<file path="config.mk">
export PLATFORM = sky130hd
export DESIGN_NAME = z80_io_instruction_unit
export DESIGN_NICKNAME = d
export VERILOG_FILES = /design/src/sv/z80io_pkg.sv /design/src/sv/z80_io_instruction_unit.sv
export VERILOG_INCLUDE_DIRS = /design/src /design/src/sv
export SDC_FILE = /design/constraint.sdc
export NUM_CORES = 1
export LEC_CHECK = 0
export BUFFER_PORTS_ARGS = -buffer_cell sky130_fd_sc_hd__buf_2
export CAP_MARGIN = 40
export CORE_UTILIZATION = 35
export DETAILED_ROUTE_END_ITERATION = 12
export PLACE_DENSITY = 0.57
export RECOVER_POWER = 50
export SETUP_SLACK_MARGIN = 0.2
export SYNTH_ARGS = -nofsm -noshare
export SYNTH_HDL_FRONTEND = slang
export SYNTH_SLANG_ARGS = --single-unit
</file>
<file path="constraint.sdc">
create_clock -name clk -period 3.5 [get_ports clk]
set_clock_uncertainty 0.1 [all_clocks]
set_input_delay 0.175 -clock clk [delete_from_list [all_inputs] [get_ports clk]]
set_output_delay 0.175 -clock clk [all_outputs]
set_load 0.1 [all_outputs]
</file>
<file path="src/sv/z80_io_instruction_unit_assert.svh">
// Assertion macros shared by the I/O instruction unit RTL.
`ifndef Z80_IO_INSTRUCTION_UNIT_ASSERT_SVH
`define Z80_IO_INSTRUCTION_UNIT_ASSERT_SVH

// Same-cycle implication, checked outside reset
`define Z80IO_ASSERT_NOW(label, clk, rst_n, ante, cons) \
    label: assert property (@(posedge clk) disable iff (!rst_n) (ante) |-> (cons)) \
        else $error("z80io check failed");

// Next-cycle implication, checked outside reset
`define Z80IO_ASSERT_NEXT(label, clk, rst_n, ante, cons) \
    label: assert property (@(posedge clk) disable iff (!rst_n) (ante) |=> (cons)) \
        else $error("z80io check failed");

`endif

</file>
<file path="src/sv/z80io_pkg.sv">
// Types and constants of the Z80 I/O instruction unit.
package z80io_pkg;

    // Instruction codes
    localparam logic [2:0] CMD_IN_A_N  = 3'd0;
    localparam logic [2:0] CMD_IN_R_C  = 3'd1;
    localparam logic [2:0] CMD_INI     = 3'd2;
    localparam logic [2:0] CMD_IND     = 3'd3;
    localparam logic [2:0] CMD_OUT_N_A = 3'd4;
    localparam logic [2:0] CMD_OUT_C_R = 3'd5;
    localparam logic [2:0] CMD_OUTI    = 3'd6;
    localparam logic [2:0] CMD_OUTD    = 3'd7;

    // T-state counts
    localparam logic [4:0] T_SHORT  = 5'd11;
    localparam logic [4:0] T_IO     = 5'd12;
    localparam logic [4:0] T_BLOCK  = 5'd16;
    localparam logic [4:0] T_REPEAT = 5'd21;

    typedef struct packed {
        logic [2:0]  command;
        logic        repeat_req;
        logic [7:0]  reg_a;
        logic [7:0]  reg_b;
        logic [7:0]  reg_c;
        logic [15:0] reg_hl;
        logic [7:0]  flags_in;
        logic [7:0]  imm_port;
        logic [7:0]  port_in;
        logic [7:0]  mem_in;
        logic [7:0]  out_value;
    } req_t;

    typedef struct packed {
        logic [15:0] port_addr;
        logic [7:0]  data_out;
        logic [15:0] mem_addr;
        logic [7:0]  new_b;
        logic [15:0] new_hl;
        logic [15:0] memptr;
        logic [7:0]  flags_out;
        logic        flags_written;
        logic [4:0]  tstates;
        logic        repeat_again;
    } rsp_t;

endpackage

</file>
<file path="src/sv/z80_io_instruction_unit.sv">
// Z80 I/O instruction unit: one IN/OUT/block I/O instruction per item.
//
//  channel | direction | handshake           | payload
//  req     | in        | req_valid/req_ready | req_t (instruction and operands)
//  rsp     | out       | rsp_valid/rsp_ready | rsp_t (addresses, data, flags)
//
// One item per cycle sustained while rsp_ready stays high; each item passes through two registers
// (input register, then result register after the decode logic).
// The result register frees up whenever rsp_ready is high, so a stalled
// output holds at most two items before req_ready drops.
// rst_n clears both valid flags asynchronously; payload is not reset.
`include "z80_io_instruction_unit_assert.svh"

module z80_io_instruction_unit
    import z80io_pkg::*;
(
    input  logic clk,
    input  logic rst_n,
    input  logic req_valid,
    output logic req_ready,
    input  req_t req,
    output logic rsp_valid,
    input  logic rsp_ready,
    output rsp_t rsp
);

    logic s1_valid_reg;
    logic s1_valid_next;
    req_t s1_item_reg;
    logic rsp_valid_reg;
    logic rsp_valid_next;
    rsp_t rsp_item_reg;
    rsp_t rsp_item_next;
    logic s1_advance;

    // Block instruction terms
    logic [15:0] bc_old;
    logic [7:0]  nb;
    logic [15:0] bc_new;
    logic        blk_inc;
    logic        blk_in;
    logic [7:0]  blk_byte;
    logic [15:0] blk_hl;
    logic [15:0] blk_port;
    logic [15:0] blk_wz;
    logic [7:0]  blk_addend;
    logic [8:0]  blk_k;
    logic        blk_again;
    logic [7:0]  blk_flags;
    logic [7:0]  in_flags;

    // Handshake: stage 1 moves on when the result register is free
    assign s1_advance = s1_valid_reg && (!rsp_valid_reg || rsp_ready);
    assign req_ready  = !s1_valid_reg || s1_advance;
    assign rsp_valid  = rsp_valid_reg;
    assign rsp        = rsp_item_reg;

    always_comb
    begin
        s1_valid_next = req_ready ? req_valid : s1_valid_reg;
        if (s1_advance)
        begin
            rsp_valid_next = 1'b1;
        end
        else if (rsp_ready)
        begin
            rsp_valid_next = 1'b0;
        end
        else
        begin
            rsp_valid_next = rsp_valid_reg;
        end
    end

    // Block forms: B decrement, HL step, port, WZ and flags
    assign bc_old     = {s1_item_reg.reg_b, s1_item_reg.reg_c};
    assign nb         = s1_item_reg.reg_b - 8'd1;
    assign bc_new     = {nb, s1_item_reg.reg_c};
    assign blk_inc    = (s1_item_reg.command == CMD_INI) || (s1_item_reg.command == CMD_OUTI);
    assign blk_in     = (s1_item_reg.command == CMD_INI) || (s1_item_reg.command == CMD_IND);
    assign blk_byte   = blk_in ? s1_item_reg.port_in : s1_item_reg.mem_in;
    assign blk_hl     = blk_inc ? (s1_item_reg.reg_hl + 16'd1) : (s1_item_reg.reg_hl - 16'd1);
    assign blk_port   = blk_in ? bc_old : bc_new;
    assign blk_wz     = blk_inc ? (blk_port + 16'd1) : (blk_port - 16'd1);
    assign blk_addend = blk_in ? (blk_inc ? (s1_item_reg.reg_c + 8'd1)
                                          : (s1_item_reg.reg_c - 8'd1))
                               : blk_hl[7:0];
    assign blk_k      = {1'b0, blk_byte} + {1'b0, blk_addend};
    assign blk_again  = s1_item_reg.repeat_req && (nb != 8'd0);
    assign blk_flags  = {nb[7], (nb == 8'd0), nb[5], blk_k[8], nb[3],
                         ~^{nb[7:3], blk_k[2:0] ^ nb[2:0]}, blk_byte[7], blk_k[8]};

    // IN r,(C) flags: SZ53P from the byte, carry kept
    assign in_flags = {s1_item_reg.port_in[7], (s1_item_reg.port_in == 8'd0),
                       s1_item_reg.port_in[5], 1'b0, s1_item_reg.port_in[3],
                       ~^s1_item_reg.port_in, 1'b0, s1_item_reg.flags_in[0]};

    // Result decode
    always_comb
    begin
        rsp_item_next               = '0;
        rsp_item_next.new_b         = s1_item_reg.reg_b;
        rsp_item_next.new_hl        = s1_item_reg.reg_hl;
        rsp_item_next.flags_out     = s1_item_reg.flags_in;
        rsp_item_next.tstates       = T_IO;
        case (s1_item_reg.command)
            CMD_IN_A_N:
            begin
                rsp_item_next.port_addr = {s1_item_reg.reg_a, s1_item_reg.imm_port};
                rsp_item_next.data_out  = s1_item_reg.port_in;
                rsp_item_next.memptr    = {s1_item_reg.reg_a, s1_item_reg.imm_port} + 16'd1;
                rsp_item_next.tstates   = T_SHORT;
            end
            CMD_IN_R_C:
            begin
                rsp_item_next.port_addr     = bc_old;
                rsp_item_next.data_out      = s1_item_reg.port_in;
                rsp_item_next.memptr        = bc_old + 16'd1;
                rsp_item_next.flags_out     = in_flags;
                rsp_item_next.flags_written = 1'b1;
            end
            CMD_OUT_N_A:
            begin
                rsp_item_next.port_addr = {s1_item_reg.reg_a, s1_item_reg.imm_port};
                rsp_item_next.data_out  = s1_item_reg.reg_a;
                rsp_item_next.memptr    = {s1_item_reg.reg_a, s1_item_reg.imm_port + 8'd1};
                rsp_item_next.tstates   = T_SHORT;
            end
            CMD_OUT_C_R:
            begin
                rsp_item_next.port_addr = bc_old;
                rsp_item_next.data_out  = s1_item_reg.out_value;
                rsp_item_next.memptr    = bc_old + 16'd1;
            end
            CMD_INI, CMD_IND, CMD_OUTI, CMD_OUTD:
            begin
                rsp_item_next.port_addr     = blk_port;
                rsp_item_next.data_out      = blk_byte;
                rsp_item_next.mem_addr      = s1_item_reg.reg_hl;
                rsp_item_next.new_b         = nb;
                rsp_item_next.new_hl        = blk_hl;
                rsp_item_next.memptr        = blk_wz;
                rsp_item_next.flags_out     = blk_flags;
                rsp_item_next.flags_written = 1'b1;
                rsp_item_next.tstates       = blk_again ? T_REPEAT : T_BLOCK;
                rsp_item_next.repeat_again  = blk_again;
            end
            default:
            begin
                rsp_item_next.tstates = T_IO;
            end
        endcase
    end

    // Control registers
    always_ff @(posedge clk or negedge rst_n)
    begin
        if (!rst_n)
        begin
            s1_valid_reg  <= 1'b0;
            rsp_valid_reg <= 1'b0;
        end
        else
        begin
            s1_valid_reg  <= s1_valid_next;
            rsp_valid_reg <= rsp_valid_next;
        end
    end

    // Payload registers
    always_ff @(posedge clk)
    begin
        if (req_valid && req_ready)
        begin
            s1_item_reg <= req;
        end
        if (s1_advance)
        begin
            rsp_item_reg <= rsp_item_next;
        end
    end

    // Checks
    `Z80IO_ASSERT_NEXT(a_accept_fills_s1, clk, rst_n, req_valid && req_ready, s1_valid_reg)
    `Z80IO_ASSERT_NEXT(a_advance_fills_rsp, clk, rst_n, s1_advance, rsp_valid_reg)
    `Z80IO_ASSERT_NOW(a_repeat_tstates, clk, rst_n, rsp_valid && rsp.repeat_again, rsp.tstates == T_REPEAT)
    `Z80IO_ASSERT_NOW(a_repeat_b_nonzero, clk, rst_n, rsp_valid && rsp.repeat_again, rsp.new_b != 8'd0)
    `Z80IO_ASSERT_NOW(a_noflag_no_mem, clk, rst_n, rsp_valid && !rsp.flags_written, rsp.mem_addr == 16'd0)

endmodule

</file>
==> impl_metrics.json, run 1 <==
{
  "via_count_of_the_first_global_routing_pass": 7316,
  "fp.dieH_microns": 169,
  "cts-htree-levels": 4,
  "power.static_leakage_nw": 4.64,
  "ys_top_cells_by_area": "sky130_fd_sc_hd__edfxtp_1 (55%), sky130_fd_sc_hd__xnor2_1 (6.9%), sky130_fd_sc_hd__nand2_1 (3.4%)",
  "top_usage_layer": "met2",
  "grt_first_pass_wirelength_microns": 42300,
  "cts.reportedPaths.clkPinSlew_ns": 0.08,
  "gp_routability_congestion": 0.876,
  "grt_remaining_overflow": 0,
  "critical_path.most_common_cell": "sky130_fd_sc_hd__a21oi_1",
  "buffer_ports.inserted": 184,
  "first_iter_violations": 587,
  "synth_ff_type": "sky130_fd_sc_hd__edfxtp_1",
  "groute.layer.met1.usage": 0.267,
  "pwr_density_cell_nw_per_um2": 524,
  "antenna_found_initial": 0,
  "synthesis.instances": 865,
  "die_width_microns": 169,
  "hold_viol_final": 0,
  "dr_total_vias": 7696,
  "vias_per_cell": 5.04,
  "cts.sink_count": 181,
  "syn_area_per_cell_sq_um": 11.3,
  "worst_pin_slew_ns": 2.13,
  "pin_count": 185,
  "vdd_drop_max_mv": 0.303,
  "grt_setup_unrepaired": "true",
  "preCtsSetupSlack_ns": 0.211,
  "max-slew-margin-rel": -0.423,
  "seq_area_frac_synth": 0.556,
  "clock_latency_ns": 0.44,
  "critical_path_buf_inv_count": 2,
  "setup-tns-final_ns": 0,
  "start_util": 0.359,
  "r2r_start": "s1_item_reg[82]$_DFFE_PP_",
  "timing.hold.worst_endpoint": "s1_item_reg[74]$_DFFE_PP_",
  "synth-edff-count": 179,
  "coreArea_sq_um": 27200,
  "grt_use_total": 0.198,
  "worst_ep_arrival_time_ns": 3.23,
  "grt_util_met2": 0.329,
  "post_synth_num_cell_types": 67,
  "hold_path.class": "primary input to flip-flop",
  "max_freq_ghz": 0.318,
  "ys_ff_latch": 181,
  "timing.max_cap.violations": 1,
  "status": "complete, but fails checks",
  "post-route-min-period_ns": 3.15,
  "largest_reg_flops": 95,
  "hpwl_microns": 19000,
  "postRouteAntennaNets": 0,
  "drt_pre_antenna_iters": 5,
  "worst_reg_to_reg_setup_slack_ns": 0.35,
  "diodes": 0,
  "cts_max_path_buffers": 2,
  "use_met3": 0.0332,
  "pin_count_of_the_biggest_net_entering_global_routing": 59,
  "path_cells": "nor2b_4 > buf_4 > inv_4 > a21oi_1 > nor2_1 > xor2_1 > a21oi_1 > xnor2_1 > ha_1 > o21ai_0 > nand2b_1 > a21oi_2 > o21ai_1 > a21oi_2 > a21oi_1",
  "synthArstFlopShare": 0.0110,
  "synth.top_cell.area_share": 0.551,
  "design.die.area_sq_um": 28500,
  "fraction_of_final_layout_cells_with_drive_strength_greater_than_1": 0.166,
  "final_period_utilization": 0.899,
  "setup_ws_ns": 0.353,
  "synth.yosys.warnings": 0,
  "timing.reg2reg.worst_path_depth": 15,
  "most-common-layout-cells": "sky130_fd_sc_hd__edfxtp_1 (179), sky130_fd_sc_hd__clkbuf_1 (116), sky130_fd_sc_hd__nand2_1 (89), sky130_fd_sc_hd__dlygate4sd3_1 (89), sky130_fd_sc_hd__xnor2_1 (75)",
  "totalWireLength_microns": 28100,
  "worst-path-max-fanout": 20,
  "numCtsBuffers": 17,
  "synth_top_cell_by_area": "sky130_fd_sc_hd__edfxtp_1",
  "report.power.total_mw": 6.66,
  "critPathLaunchType": "flip-flop",
  "failing_checks": "capacitance limit, slew limit",
  "p_r_area_growth_vs_syn_pct": 30.4,
  "slowest_stage": "sky130_fd_sc_hd__edfxtp_1",
  "layout_commonest_cell": "sky130_fd_sc_hd__edfxtp_1",
  "post_synthesis_instance_area_sq_um": 9750,
  "postSynthNetCount": 978,
  "timing_worst_setup_path_type": "flip-flop to flip-flop",
  "hold_path.startpoint": "req[74]",
  "critPathTopFamily": "compound AO/OA/AOI/OAI gates",
  "setup_viol_count_final": 0,
  "timing.final.max_slew_violations": 38,
  "drc": 0,
  "critical-path-max-stage-delay_ns": 0.39,
  "cts_tree": "done",
  "worst_ep_required_time_ns": 3.59,
  "num-nets-final": 1254,
  "row_count": 60,
  "route.detailed.wl_per_inst_microns": 18.4,
  "hold-path-cell-count": 2,
  "end_kind": "flip-flop",
  "clockRootBuffer": "sky130_fd_sc_hd__clkbuf_16",
  "worstReg2RegEnd": "rsp[7]$_DFFE_PP_"
}
[worst max-delay path by stage]
stage,startpoint,endpoint,slack (ns),depth (start not counted)
4_1_cts,s1_item_reg[81]$_DFFE_PP_,rsp[7]$_DFFE_PP_,0.24,16
6_report,s1_item_reg[82]$_DFFE_PP_,rsp[7]$_DFFE_PP_,0.35,15
3_5_place_dp,s1_item_reg[81]$_DFFE_PP_,rsp[7]$_DFFE_PP_,0.21,16
3_3_place_gp,s1_item_reg[81]$_DFFE_PP_,rsp[7]$_DFFE_PP_,0.30,16
2_1_floorplan,s1_item_reg[82]$_DFFE_PP_,rsp[11]$_DFFE_PP_,0.05,20
5_1_grt,s1_item_reg[82]$_DFFE_PP_,rsp[30]$_DFFE_PP_,0.18,12
[report_power, final]
part | internal [mW] | total, mW | switching [mW]
sequential | 2.62 | 2.74 | 0.117
clock | 1.04 | 2.00 | 0.962
combinational | 0.518 | 1.92 | 1.40
[cells by family after synthesis]
logic type,synth area share
DFF,0.556
AOI/OAI and AO/OA,0.109
xor gates and xnor gates,0.0907
and+or+nand+nor,0.132
adders and majority gates,0.0339
muxes,0.0398
buffers and inverters,0.0382
[per-layer routing]
metal	wire length (microns)	vias up
met3	1380	24
met1	12800	3727
met5	0	-
met2	13600	249
li1	-	3696
met4	405	0
[cells in the mapped netlist, types with 3 or more instances]
cell,instances
sky130_fd_sc_hd__inv_1,20
sky130_fd_sc_hd__nor3b_1,4
sky130_fd_sc_hd__nand2b_1,12
sky130_fd_sc_hd__and3_1,3
sky130_fd_sc_hd__or4_1,3
sky130_fd_sc_hd__o2bb2ai_1,4
sky130_fd_sc_hd__edfxtp_1,179
sky130_fd_sc_hd__mux2_2,11
sky130_fd_sc_hd__a211oi_1,4
sky130_fd_sc_hd__or3_1,9
sky130_fd_sc_hd__buf_2,15
sky130_fd_sc_hd__a31oi_1,7
sky130_fd_sc_hd__nand3_1,18
sky130_fd_sc_hd__ha_1,24
sky130_fd_sc_hd__nand4_1,8
sky130_fd_sc_hd__nor2_1,35
sky130_fd_sc_hd__o31ai_1,5
sky130_fd_sc_hd__a21oi_1,52
sky130_fd_sc_hd__nor2b_1,13
sky130_fd_sc_hd__xnor2_1,77
sky130_fd_sc_hd__o211ai_1,9
sky130_fd_sc_hd__a22oi_1,6
sky130_fd_sc_hd__clkbuf_1,36
sky130_fd_sc_hd__and2_1,21
sky130_fd_sc_hd__nor3_1,23
sky130_fd_sc_hd__o21ai_0,58
sky130_fd_sc_hd__buf_1,15
sky130_fd_sc_hd__nand2_1,89
sky130_fd_sc_hd__xor2_1,24
sky130_fd_sc_hd__mux2i_1,25
sky130_fd_sc_hd__nor4_1,8
[stage by stage]
stage	hold slack, ns	utilization	area, sq um	std cells
detailed placement	-0.136	0.413	11200	1395
floorplan	-0.221	-	9800	865
global placement	-0.138	0.413	11200	1395
global route	0.330	0.468	12700	1526
CTS	0.314	0.468	12700	1518
finish	0.335	0.468	12700	1526
[layout make-up]
type | count | area [sq um]
Tap cell | 372 | 465
Inverter | 22 | 85.1
Clock buffer | 18 | 439
Clock inverter | 14 | 161
Fill cell | 2614 | 14500
Multi-Input combinational cell | 593 | 4030
Sequential cell | 181 | 5430
Timing Repair Buffer | 326 | 2110
[what timing repair did]
item,4_1_cts,5_1_grt
hold buffers,89,0
hold endpoints to repair,88,0
gates cloned,0,0
gates resized for setup,0,16
pin swaps,0,11
setup endpoints to repair,1,7
setup buffers,2,8
Note: power is estimated with default switching activity, not from simulation.
==> run 2: changes to the inputs <==
CORE_UTILIZATION = 51   (was 35)
PLACE_DENSITY = 0.77   (was 0.57)
==> run 2 against run 1 <==
The run ends with DRC, capacitance limit, slew limit left. Maximum frequency decreased by 2.3%. Power increased by 2.4%. Critical path depth up 1. Final area shrank 1.5%. Flip-flop and latch count is the same. Global-route usage is 7.8 points higher. Clock power increased by 9%. Sequential share of layout area is 0.64 points higher. Non-clock buffer count decreased by 10.
==> impl_metrics.json, run 2 (same netlist as run 1, synthesis figures left out) <==
{
  "pin_count": 185,
  "num-nets-final": 1244,
  "timing_worst_setup_path_type": "flip-flop to flip-flop",
  "power_frac_comb": 0.279,
  "numCtsBuffers": 17,
  "dr_total_vias": 7853,
  "worst_pin_slew_ns": 1.59,
  "power.static_leakage_nw": 4.64,
  "most-common-layout-cells": "sky130_fd_sc_hd__edfxtp_1 (179), sky130_fd_sc_hd__clkbuf_1 (108), sky130_fd_sc_hd__nand2_1 (89), sky130_fd_sc_hd__dlygate4sd3_1 (89), sky130_fd_sc_hd__buf_2 (79)",
  "worst_reg_to_reg_setup_slack_ns": 0.28,
  "path_cells": "nor2b_4 > buf_6 > xnor2_2 > ha_2 > or3_4 > a21oi_2 > nor2_2 > xor2_1 > nand2_1 > o21ai_1 > xnor2_1 > ha_1 > a21oi_1 > o21ai_1 > a21oi_2 > o21ai_1",
  "max_freq_ghz": 0.310,
  "die_width_microns": 140,
  "cts_tree": "done",
  "coreArea_sq_um": 18700,
  "route.detailed.wl_per_inst_microns": 19.4,
  "worst_ep_arrival_time_ns": 3.30,
  "critical_path.most_common_cell": "sky130_fd_sc_hd__o21ai_1",
  "gp_routability_congestion": 0.904,
  "sw_frac_of_total": 0.350,
  "drt_pre_antenna_iters": 9,
  "cts.sink_count": 181,
  "setup_viol_count_final": 0,
  "hpwl_microns": 17200,
  "buffer_ports.inserted": 184,
  "power.share.sequential": 0.401,
  "postRouteAntennaNets": 0,
  "worst_ep_required_time_ns": 3.58,
  "p_r_area_growth_vs_syn_pct": 28.4,
  "row_count": 50,
  "cts.reportedPaths.clkPinSlew_ns": 0.07,
  "cts_max_path_buffers": 2,
  "cts-htree-levels": 4,
  "drc": 1,
  "status": "complete, but fails checks",
  "vdd_drop_max_mv": 0.358,
  "grt_remaining_overflow": 0,
  "timing.max_cap.violations": 1,
  "critical-path-max-stage-delay_ns": 0.42,
  "clockRootBuffer": "sky130_fd_sc_hd__clkbuf_16",
  "pwr_density_cell_nw_per_um2": 545,
  "hold_path.class": "primary input to flip-flop",
  "failing_checks": "DRC, capacitance limit, slew limit",
  "via_count_of_the_first_global_routing_pass": 7602,
  "sw_power_mw": 2.39,
  "final_period_utilization": 0.920,
  "pwr-share-clk": 0.319,
  "grt_use_total": 0.276,
  "max-slew-margin-rel": -0.0612,
  "design.die.area_sq_um": 19700,
  "largest_reg_flops": 95,
  "post-route-min-period_ns": 3.22,
  "fp.dieH_microns": 140,
  "vias_per_cell": 5.70,
  "setup-tns-final_ns": 0,
  "timing.final.max_slew_violations": 34,
  "end_kind": "flip-flop",
  "layout_commonest_cell": "sky130_fd_sc_hd__edfxtp_1",
  "cellInternalPower_mw": 4.43,
  "grt_setup_unrepaired": "true",
  "antenna_found_initial": 0,
  "grt_first_pass_wirelength_microns": 40900,
  "start_util": 0.521,
  "first_iter_violations": 696,
  "pin_count_of_the_biggest_net_entering_global_routing": 64,
  "worst-path-max-fanout": 6,
  "diodes": 0,
  "totalWireLength_microns": 26700,
  "setup_ws_ns": 0.279,
  "slowest_stage": "sky130_fd_sc_hd__edfxtp_1",
  "clock_latency_ns": 0.44,
  "hold_viol_final": 0,
  "fraction_of_final_layout_cells_with_drive_strength_greater_than_1": 0.170,
  "preCtsSetupSlack_ns": 0.243,
  "fillerInstances": 1410,
  "critPathLaunchType": "flip-flop"
}
[run 2: cell count changes in the layout (fill, tap and decap cells not counted), moves of 3 or more]
cell | before | now
sky130_fd_sc_hd__buf_12 | 3 | 0
sky130_fd_sc_hd__clkbuf_1 | 116 | 108
sky130_fd_sc_hd__buf_2 | 67 | 79
sky130_fd_sc_hd__bufinv_16 | 1 | 5
sky130_fd_sc_hd__buf_4 | 49 | 39
[run 2: power by group through the flow]
stage                     clock network (mW)  logic (mW)  registers (mW)
after global routing                    2.27        2.01            2.76
final                                   2.18        1.91            2.74
after detailed placement                   0        1.81            2.78
after CTS                               2.19        1.90            2.73
after floorplan                            0       0.699            3.52
after global placement                     0        1.79            2.78
[run 2: what timing repair did]
| item | in CTS | in global routing |
|---|---|---|
| hold endpoints to repair | 88 | 0 |
| gates resized for setup | 0 | 22 |
| setup endpoints to repair | 0 | 8 |
| hold buffers | 89 | 0 |
| buffers inserted | 0 | 2 |
[run 2: through the flow]
stage / instances / cell area (sq um) / util / hold slack (ns) / total power, mW
finish: 1378 / 12500 / 0.669 / 0.340 / 6.82
global route: 1378 / 12500 / 0.669 / 0.329 / 7.04
CTS: 1376 / 12600 / 0.671 / 0.321 / 6.82
detailed placement: 1255 / 11000 / 0.588 / -0.138 / 4.59
global placement: 1255 / 11000 / 0.588 / -0.140 / 4.57
floorplan: 865 / 9800 / - / -0.221 / 4.22
[run 2: layout make-up]
| class | count | area [sq um] | share of cell area |
|---|---|---|---|
| clock buffers | 19 | 443 | 0.0354 |
| clock inverters | 13 | 218 | 0.0174 |
| inverters | 22 | 85.1 | 0.00679 |
| multi-input cells | 593 | 4060 | 0.324 |
| flip-flops and latches | 181 | 5430 | 0.433 |
| well taps | 234 | 293 | 0.0234 |
| repair buffers | 316 | 2000 | 0.160 |
[run 2: worst paths after layout]
path,from,to,depth (start not counted)
max in group asynchronous,rst_n,rsp_valid$_DFFE_PN0P_,3
min in group asynchronous,rst_n,s1_valid_reg$_DFFE_PN0N_,3
setup / recovery,s1_item_reg[81]$_DFFE_PP_,rsp[11]$_DFFE_PP_,16
setup reg to reg,s1_item_reg[81]$_DFFE_PP_,rsp[11]$_DFFE_PP_,16
hold / removal,req[76],s1_item_reg[76]$_DFFE_PP_,2
hold reg to reg,s1_valid_reg$_DFFE_PN0N_,rsp_valid$_DFFE_PN0P_,1
[run 2: routing by layer]
layer | GRT usage | vias to the layer above | part of all wire
li1 | - | 3671 | -
met4 | 0.115 | 0 | 0.027
met5 | 0 | - | 0
met3 | 0.0489 | 56 | 0.069
met2 | 0.459 | 408 | 0.50
met1 | 0.357 | 3718 | 0.41
[run 2: worst max-delay path: cells and delay by family, from the launching register on]
kind            cells  cell delay [ns]
fa+ha+maj           2             0.51
xor+xnor            3             0.34
flops               1             0.42
buf+inv             1             0.15
compound gates      6             0.73
simple gates        4             0.70
